$ cat config.mk
export PLATFORM = sky130hd
export DESIGN_NAME = qm3_coef_regs
export DESIGN_NICKNAME = d
export VERILOG_FILES = /design/src/hdl/qm3_pkg.sv /design/src/hdl/qm3_coef_regs.sv
export SDC_FILE = /design/constraint.sdc
export NUM_CORES = 1
export LEC_CHECK = 0
export ABC_AREA = 1
export BUFFER_PORTS_ARGS = -buffer_cell sky130_fd_sc_hd__buf_2
export CORE_AREA = 2 2 217 219
export DETAILED_ROUTE_END_ITERATION = 6
export DIE_AREA = 0 0 219 221
export GPL_TIMING_DRIVEN = 0
export PLACE_DENSITY = 0.72
export SLEW_MARGIN = 20
export SYNTH_ARGS = -nofsm -noshare
export SYNTH_HDL_FRONTEND = slang
export SYNTH_SLANG_ARGS = --single-unit
$ cat constraint.sdc
create_clock -name aclk -period 3.4 [get_ports aclk]
set_input_delay 0.51 -clock aclk [delete_from_list [all_inputs] [get_ports aclk]]
set_output_delay 0.51 -clock aclk [all_outputs]
set_load 0.005 [all_outputs]
$ cat src/hdl/qm3_pkg.sv
package qm3_pkg;

    // Field widths and fixed-point formats
    localparam int COORD_WIDTH = 24;
    localparam int COEFF_WIDTH = 16;
    localparam int COORD_FRAC  = 16;
    localparam int COEFF_FRAC  = 13;

    // Polynomial shape: ten terms for each of three axes
    localparam int TERMS    = 10;
    localparam int AXES     = 3;
    localparam int NUM_REGS = 8;

    // Configuration port
    localparam int REG_W      = 64;
    localparam int LAST_REG_W = 32;
    localparam int CFG_IDX_W  = 4;

    // Stream data widths, padded to whole bytes
    localparam int PAYLOAD_W = AXES * COORD_WIDTH;
    localparam int TDATA_W   = ((PAYLOAD_W + 7) / 8) * 8;

    // Datapath widths
    localparam int PROD_W = 2 * COORD_WIDTH;
    localparam int TERM_W = COEFF_WIDTH + PROD_W;
    localparam int ACC_W  = TERM_W + 4;
    localparam int RND_SH = COORD_FRAC + COEFF_FRAC;
    localparam int RES_W  = ACC_W - RND_SH;

    typedef logic [TERMS-1:0][COEFF_WIDTH-1:0] axis_coef_t;

    // Input point and its pairwise products after the first stage
    typedef struct packed {
        logic signed [COORD_WIDTH-1:0] x;
        logic signed [COORD_WIDTH-1:0] y;
        logic signed [COORD_WIDTH-1:0] z;
        logic signed [PROD_W-1:0]      xx;
        logic signed [PROD_W-1:0]      yy;
        logic signed [PROD_W-1:0]      zz;
        logic signed [PROD_W-1:0]      xy;
        logic signed [PROD_W-1:0]      xz;
        logic signed [PROD_W-1:0]      yz;
    } point_t;

    // Per-stage load strobes of the pipeline
    typedef struct packed {
        logic load1;
        logic load2;
        logic load3;
        logic load4;
    } adv_t;

endpackage

$ cat src/hdl/qm3_coef_regs.sv
module qm3_coef_regs (
    input  logic                           aclk,
    input  logic                           aresetn,
    input  logic                           cfg_valid,
    output logic                           cfg_ready,
    input  logic [qm3_pkg::CFG_IDX_W-1:0]  cfg_index,
    input  logic [qm3_pkg::REG_W-1:0]      cfg_data,
    output qm3_pkg::axis_coef_t            coef [qm3_pkg::AXES]
);

    localparam int SLOTS     = 4;
    localparam int REG_IDX_W = $clog2(qm3_pkg::NUM_REGS);

    logic [qm3_pkg::REG_W-1:0] pack_reg [qm3_pkg::NUM_REGS];
    logic [qm3_pkg::REG_W-1:0] wr_data;
    logic                      wr_en;

    // Pick one slot of a register; bits past the top read as zero
    function automatic logic [qm3_pkg::COEFF_WIDTH-1:0] coef_slot(
        input logic [qm3_pkg::REG_W-1:0] r,
        input int                        slot
    );
        logic [qm3_pkg::REG_W-1:0] s;
        s = r >> (slot * qm3_pkg::COEFF_WIDTH);
        return s[qm3_pkg::COEFF_WIDTH-1:0];
    endfunction

    assign cfg_ready = 1'b1;
    assign wr_en     = cfg_valid &&
                       (cfg_index < qm3_pkg::CFG_IDX_W'(qm3_pkg::NUM_REGS));

    // Mask the last, narrower register
    always_comb begin
        wr_data = cfg_data;
        if (cfg_index == qm3_pkg::CFG_IDX_W'(qm3_pkg::NUM_REGS - 1)) begin
            wr_data = {{(qm3_pkg::REG_W - qm3_pkg::LAST_REG_W){1'b0}},
                       cfg_data[qm3_pkg::LAST_REG_W-1:0]};
        end
    end

    // Store register writes
    always_ff @(posedge aclk) begin
        if (!aresetn) begin
            for (int i = 0; i < qm3_pkg::NUM_REGS; i++) begin
                pack_reg[i] <= '0;
            end
        end else if (wr_en) begin
            pack_reg[cfg_index[REG_IDX_W-1:0]] <= wr_data;
        end
    end

    // Unpack coefficient g from register g/4, slot g%4
    for (genvar g = 0; g < qm3_pkg::AXES * qm3_pkg::TERMS; g++) begin : g_coef
        assign coef[g / qm3_pkg::TERMS][g % qm3_pkg::TERMS] =
            coef_slot(pack_reg[g / SLOTS], g % SLOTS);
    end

endmodule

==> results of run 1 <==
## per-stage QoR
step                      utilization  TNS (ns)
after floorplan                     -         0
after global placement          0.446   -575.38
after detailed placement        0.451         0
after CTS                       0.482         0
after global routing            0.482         0
final                           0.482         0
## routing by layer
layer,routed length (um),vias to the layer above,track usage
met3,4810,106,0.0499
met2,26400,703,0.360
li1,-,5008,-
met5,28,-,0
met1,19500,5744,0.260
met4,1660,4,0.0752
## cells in the mapped netlist (all sizes together)
library cell | instances | area [um^2]
inv | 37 | 141
clkbuf | 6 | 22.5
nor2 | 485 | 1820
buf | 51 | 424
conb | 1 | 3.75
nand3 | 8 | 40.0
nand2 | 43 | 164
edfxtp | 480 | 14400
## power groups by stage
stage | sequential (mW) | combinational (mW) | clock (mW)
2_1_floorplan | 7.12 | 0.202 | 0
5_1_grt | 6.97 | 0.908 | 5.22
3_3_place_gp | 7.08 | 0.814 | 0
6_report | 6.94 | 0.853 | 4.95
4_1_cts | 6.94 | 0.860 | 4.99
3_5_place_dp | 7.06 | 0.857 | 0
## area by class of cell
| cell class | count | area, um^2 |
|---|---|---|
| antenna | 2 | 5.00 |
| buffer | 57 | 447 |
| clock buffer | 59 | 1260 |
| clock inverter | 22 | 168 |
| fill | 3990 | 23800 |
| inverter | 37 | 141 |
| multi-input combinational | 537 | 2090 |
| sequential | 480 | 14400 |
| tap | 607 | 759 |
| timing repair buffer | 557 | 2930 |
## worst paths after layout
check,end,depth (start not counted)
worst max-delay path,pack_reg[4][46],8
worst min-delay path,pack_reg[5][24],3
## layout by cell type, fill, tap and decap left out, drive strengths merged
| cell type | Yosys | layout |
|---|---|---|
| conb | 1 | 1 |
| edfxtp | 480 | 480 |
| clkinv | 0 | 19 |
| nor2 | 485 | 485 |
| clkbuf | 6 | 65 |
| nand2 | 43 | 43 |
| bufinv | 0 | 3 |
| buf | 51 | 608 |
| diode | 0 | 2 |
| nand3 | 8 | 8 |
| inv | 37 | 37 |
## cell families after synthesis
family,share of synthesized area
DFF,0.846
and+or+nand+nor,0.119
other,0.000220
buffers and inverters,0.0345
==> impl_metrics.csv, run 1 <==
group,metric,value,unit
outcome,status,"completed",
routing,ant_nets,0,
grt,antenna_found_initial,3,
logic_synthesis,synth_cell_types,14,
sta,max_freq,0.419,GHz
floorplan,core,46100,um^2
routing,wirelength,52500,um
setup_path,worstPathMaxFanout,35,
setup_path,critPathCaptureType,"register",
grt,grt_max_degree,39,
routing,drt_iter0_drc,1244,
power,seqPwrFrac,0.544,
sta,fin_crit_sh,0.702,
logic_synthesis,yosysSeqAreaShare,0.846,
setup_path,worstPathArrival,2.67,ns
routing,wl_per_cell,22.2,um
clock_network,cts_resized,0,
floorplan,io_pins,552,
logic_synthesis,yosysWarnings,0,
place,pre_cts_ws,0.391,ns
power,p_comb_frac,0.067,
logic_synthesis,synthesis.nets,1182,
power,swShare,0.217,
floorplan,die-height,221,um
clock_network,cts_buffer_depth,3,
sta,hold_viol,0,
setup_path,startpoint,"aresetn",
floorplan,initial_core_util,0.370,
logic_synthesis,avgSynthCellArea,15.3,um^2
power,leakage,9.05,nW
setup_path,crit_slowest_cell,"buf_2",
place,dp_hpwl,36900,um
final_layout,syn_to_final_growth,30.4,%
sta,slew_headroom,0.431,
setup_path,path_class,"primary input to register",
sta,setup_viol,0,
place,io_buffer_count,549,
hold_path,hp-start,"cfg_data[24]",
clock_network,hold_buffers,0,
floorplan,dieWidth,219,um
clock_network,cts_tree,"yes",
clock_network,cts-root-buf,"clkbuf_16",
grt,grt_first_pass_wirelength,74400,um
power,powerDensity,574,nW/um^2
setup_path,cp.buffers_inverters,5,
setup_path,crit_family,"buffers and inverters",
sta,min_period,2.39,ns
grt,grt_pass1_vias,11455,
power,pwr-share-clk,0.389,
sta,rsz0062_at_grt,"false",
final_layout,stdcell_count,2358,
sta,hold_ws,0.380,ns
floorplan,die_area,48400,um^2
power,total_power,12.7,mW
final_layout,final_area,22200,um^2
final_layout,final_nets,1788,
routing,firstDrtPassIters,5,
clock_network,ctsHtreeMaxLevel,2,
final_layout,largest_reg_flops,480,
setup_path,crit_required,3.69,ns
clock_network,cts_buffers,47,
place,place_inst,2275,
hold_path,hold_path_class,"primary input to register",
grt,track_usage,0.210,
place,placed_area,20800,um^2
routing,drc_errors,0,
power,ir_worst_vdd,479,uV
floorplan,rows,79,
flow_run,cap_violations,0,
power,switching_power,2.77,mW
sta,slew_viol_final,0,
place,place.gp.congestion,0.842,
logic_synthesis,synth-seq-cells,480,
setup_path,crit_top_cell,"buf_2",
power,power.internal,9.98,mW
setup_path,crit_chain,"buf_4 > nand2_2 > inv_4 > nand3_1 > buf_2 > buf_2 > nand2_4 > buf_12",
clock_network,clk_pin_slew_worst_paths,0.06,ns
grt,grt_overflow,0,
sta,worst_slack,1.01,ns
sta,worst_pin_slew,0.853,ns
routing,num_vias,11565,
clock_network,cts.sinks,480,
clock_network,postCtsSetupRepairBufs,0,
routing,viasPerCell,4.90,
logic_synthesis,postSynthCellCount,1111,
setup_path,cp-start-kind,"primary input",
setup_path,slowest_delay,0.44,ns
logic_synthesis,synth_area,17000,um^2
final_layout,drive_gt1_frac,0.388,
(Power assumes the default switching activity.)
==> run 2: changes to the inputs <==
ABC_AREA = 0   (was 1)
CORE_AREA = not set   (was 2 2 217 219)
CORE_ASPECT_RATIO = 0.75   (was not set)
CORE_MARGIN = 2   (was not set)
CORE_UTILIZATION = 47   (was not set)
DIE_AREA = not set   (was 0 0 219 221)
PLACE_DENSITY = 0.87   (was 0.72)
clock period = 2 ns   (was 3.4 ns; I/O delays follow)
==> run 2 against run 1 <==
- first-iteration DRC count rose by 63%
- die area fell by 10%
- final cell count up 0.72%
- largest cell class unchanged
==> impl_metrics.csv, run 2 <==
group,metric,value,unit
sta,hold_viol,0,
routing,wirelength,68400,um
clock_network,cts.sinks,480,
floorplan,io_pins,552,
final_layout,final_nets,1849,
sta,slew_viol_final,0,
logic_synthesis,synth-seq-cells,480,
sta,min_period,1.94,ns
place,place.gp.congestion,0.928,
grt,antenna_found_initial,1,
sta,slew_headroom,0.347,
logic_synthesis,synth_cell_types,18,
routing,ant_nets,0,
clock_network,cts_tree,"yes",
routing,viasPerCell,6.06,
logic_synthesis,synth_area,19600,um^2
final_layout,layout_commonest_cell,"buf_2",
grt,grt_max_degree,33,
sta,rsz0062_at_grt,"false",
clock_network,clk_pin_slew_worst_paths,0.06,ns
final_layout,drive_gt1_frac,0.502,
place,pre_cts_ws,-1.12,ns
grt,grt_overflow,0,
floorplan,rows,64,
setup_path,worstPathArrival,2.19,ns
logic_synthesis,synthesis.nets,1211,
final_layout,syn_to_final_growth,30.1,%
hold_path,hold_path_class,"primary input to register",
sta,setup_viol,0,
place,dp_hpwl,49200,um
logic_synthesis,yosysMostFrequentCell,"edfxtp_1",
setup_path,critPathCaptureType,"register",
logic_synthesis,synth.top_cells.by_count,"edfxtp_1, nor3_1, nor4b_2",
logic_synthesis,synth_top_area_cell,"edfxtp_1",
final_layout,finish.utilization,0.622,
setup_path,crit_required,2.25,ns
setup_path,path_class,"primary input to register",
routing,num_vias,14397,
floorplan,dieWidth,240,um
logic_synthesis,avgSynthCellArea,17.2,um^2
setup_path,slowest_delay,0.39,ns
routing,firstDrtPassIters,6,
setup_path,cp-start-kind,"primary input",
place,io_buffer_count,550,
logic_synthesis,synthArstFlopShare,0,
power,ir_worst_vdd,670,uV
clock_network,cts_buffer_depth,3,
grt,grt_first_pass_wirelength,97200,um
sta,worst_pin_slew,0.980,ns
floorplan,initial_core_util,0.478,
clock_network,ctsHtreeMaxLevel,2,
logic_synthesis,synth-main-ff-cell,"edfxtp_1",
final_layout,fillers,2959,
clock_network,cts-root-buf,"clkbuf_16",
logic_synthesis,postSynthCellCount,1140,
clock_network,hold_buffers,0,
final_layout,largest_reg_flops,480,
setup_path,crit_top_cell,"buf_16",
routing,drt_iter0_drc,2025,
setup_path,worstPathMaxFanout,17,
flow_run,cap_violations,0,
setup_path,crit_slowest_cell,"buf_2",
power,leakage,8.76,nW
grt,track_usage,0.310,
grt,grt_pass1_vias,13994,
power,powerDensity,894,nW/um^2
sta,max_freq,0.515,GHz
logic_synthesis,synth_edf_count,480,
floorplan,die-height,181,um
routing,wl_per_cell,28.8,um
sta,worst_slack,0.0590,ns
setup_path,crit_chain,"buf_2 > nand2b_1 > clkbuf_2 > buf_2 > o21ai_4 > buf_16 > buf_16 > buf_16",
floorplan,die_area,43400,um^2
setup_path,crit_path_end,"pack_reg[5][39]",
routing,drc_errors,0,
clock_network,cts_buffers,47,
logic_synthesis,yosysWarnings,0,
logic_synthesis,synth_area_leaders,"edfxtp_1, nor4b_2, nor3_1",
sta,fin_crit_sh,0.971,
logic_synthesis,yosysSeqAreaShare,0.735,
logic_synthesis,synth_top_area_share,0.735,
final_layout,final_cell_mix,"buf_2, edfxtp_1, nor3_1",
setup_path,startpoint,"cfg_index[1]",
floorplan,core,41000,um^2
outcome,status,"completed",
==> run 2: cell families (layout without fill, tap and decap cells) <==
logic type,after synthesis,after routing,synth area share
flip-flops,480,480,0.735
AO/OA/AOI/OAI,8,8,0.00204
other,1,2,0.000191
buffers and inverters,164,837,0.0379
AND/OR/NAND/NOR,487,487,0.225
==> run 2: where the power goes <==
group	leakage [nW]	switching [mW]	internal [mW]
sequential	4.58	0.180	11.6
clock	0.728	3.87	4.93
combinational	3.46	1.43	0.786
total	8.76	5.48	17.3
==> run 2: worst min-delay path by stage <==
stage / startpoint / cells after the start / end / slack (ns)
after floorplan: cfg_data[32] / 1 / pack_reg[0][32] / 0.58
after global placement: pack_reg[4][58] / 1 / coef[314] / 0.69
after global routing: cfg_data[63] / 2 / pack_reg[1][63] / 0.18
final: cfg_data[44] / 2 / pack_reg[4][44] / 0.21
after CTS: cfg_data[45] / 2 / pack_reg[4][45] / 0.18
after detailed placement: pack_reg[3][18] / 1 / coef[210] / 0.69
==> run 2: layout make-up <==
cell class / count / area (um^2) / share of cell area
multi-input cells: 496 / 4550 / 0.178
inverters: 32 / 120 / 0.00471
flip-flops and latches: 480 / 14400 / 0.565
plain buffers: 132 / 704 / 0.0276
clock buffers: 56 / 1230 / 0.0482
repair buffers: 589 / 3540 / 0.139
diodes: 1 / 2.50 / 0.0000981
clock inverters: 28 / 259 / 0.0101
well taps: 561 / 702 / 0.0275
==> run 2: repair_timing <==
| action | in CTS | in global routing |
|---|---|---|
| endpoints found under the setup margin | 440 | 0 |
| buffers inserted | 15 | 0 |
| gates resized for setup | 5 | 0 |
==> run 2: per-layer routing <==
metal	vias up	global-route usage	share of wire
met1	7105	0.427	0.37
met4	0	0.127	0.049
li1	5835	-	-
met3	207	0.0744	0.13
met5	-	0	0
met2	1250	0.477	0.45
==> run 2: critical path: cells and delay by family <==
family,cells,cell delay [ns]
buffers and inverters,6,1.42
AOI/OAI and AO/OA,1,0.24
and+or+nand+nor,1,0.20
==> run 2: metrics by stage <==
| step | instance area (um^2) | hold WS [ns] | cells | power (mW) | setup TNS, ns |
|---|---|---|---|---|---|
| 6_report | 25500 | 0.208 | 2375 | 22.8 | 0 |
| 5_1_grt | 25500 | 0.180 | 2375 | 23.4 | 0 |
| 4_1_cts | 25500 | 0.176 | 2373 | 22.8 | 0 |
| 3_5_place_dp | 23800 | 0.690 | 2274 | 14.1 | -515.01 |
| 3_3_place_gp | 23200 | 0.691 | 2251 | 13.9 | -950.74 |
| 2_1_floorplan | 19800 | 0.584 | 1140 | 12.8 | -159.19 |
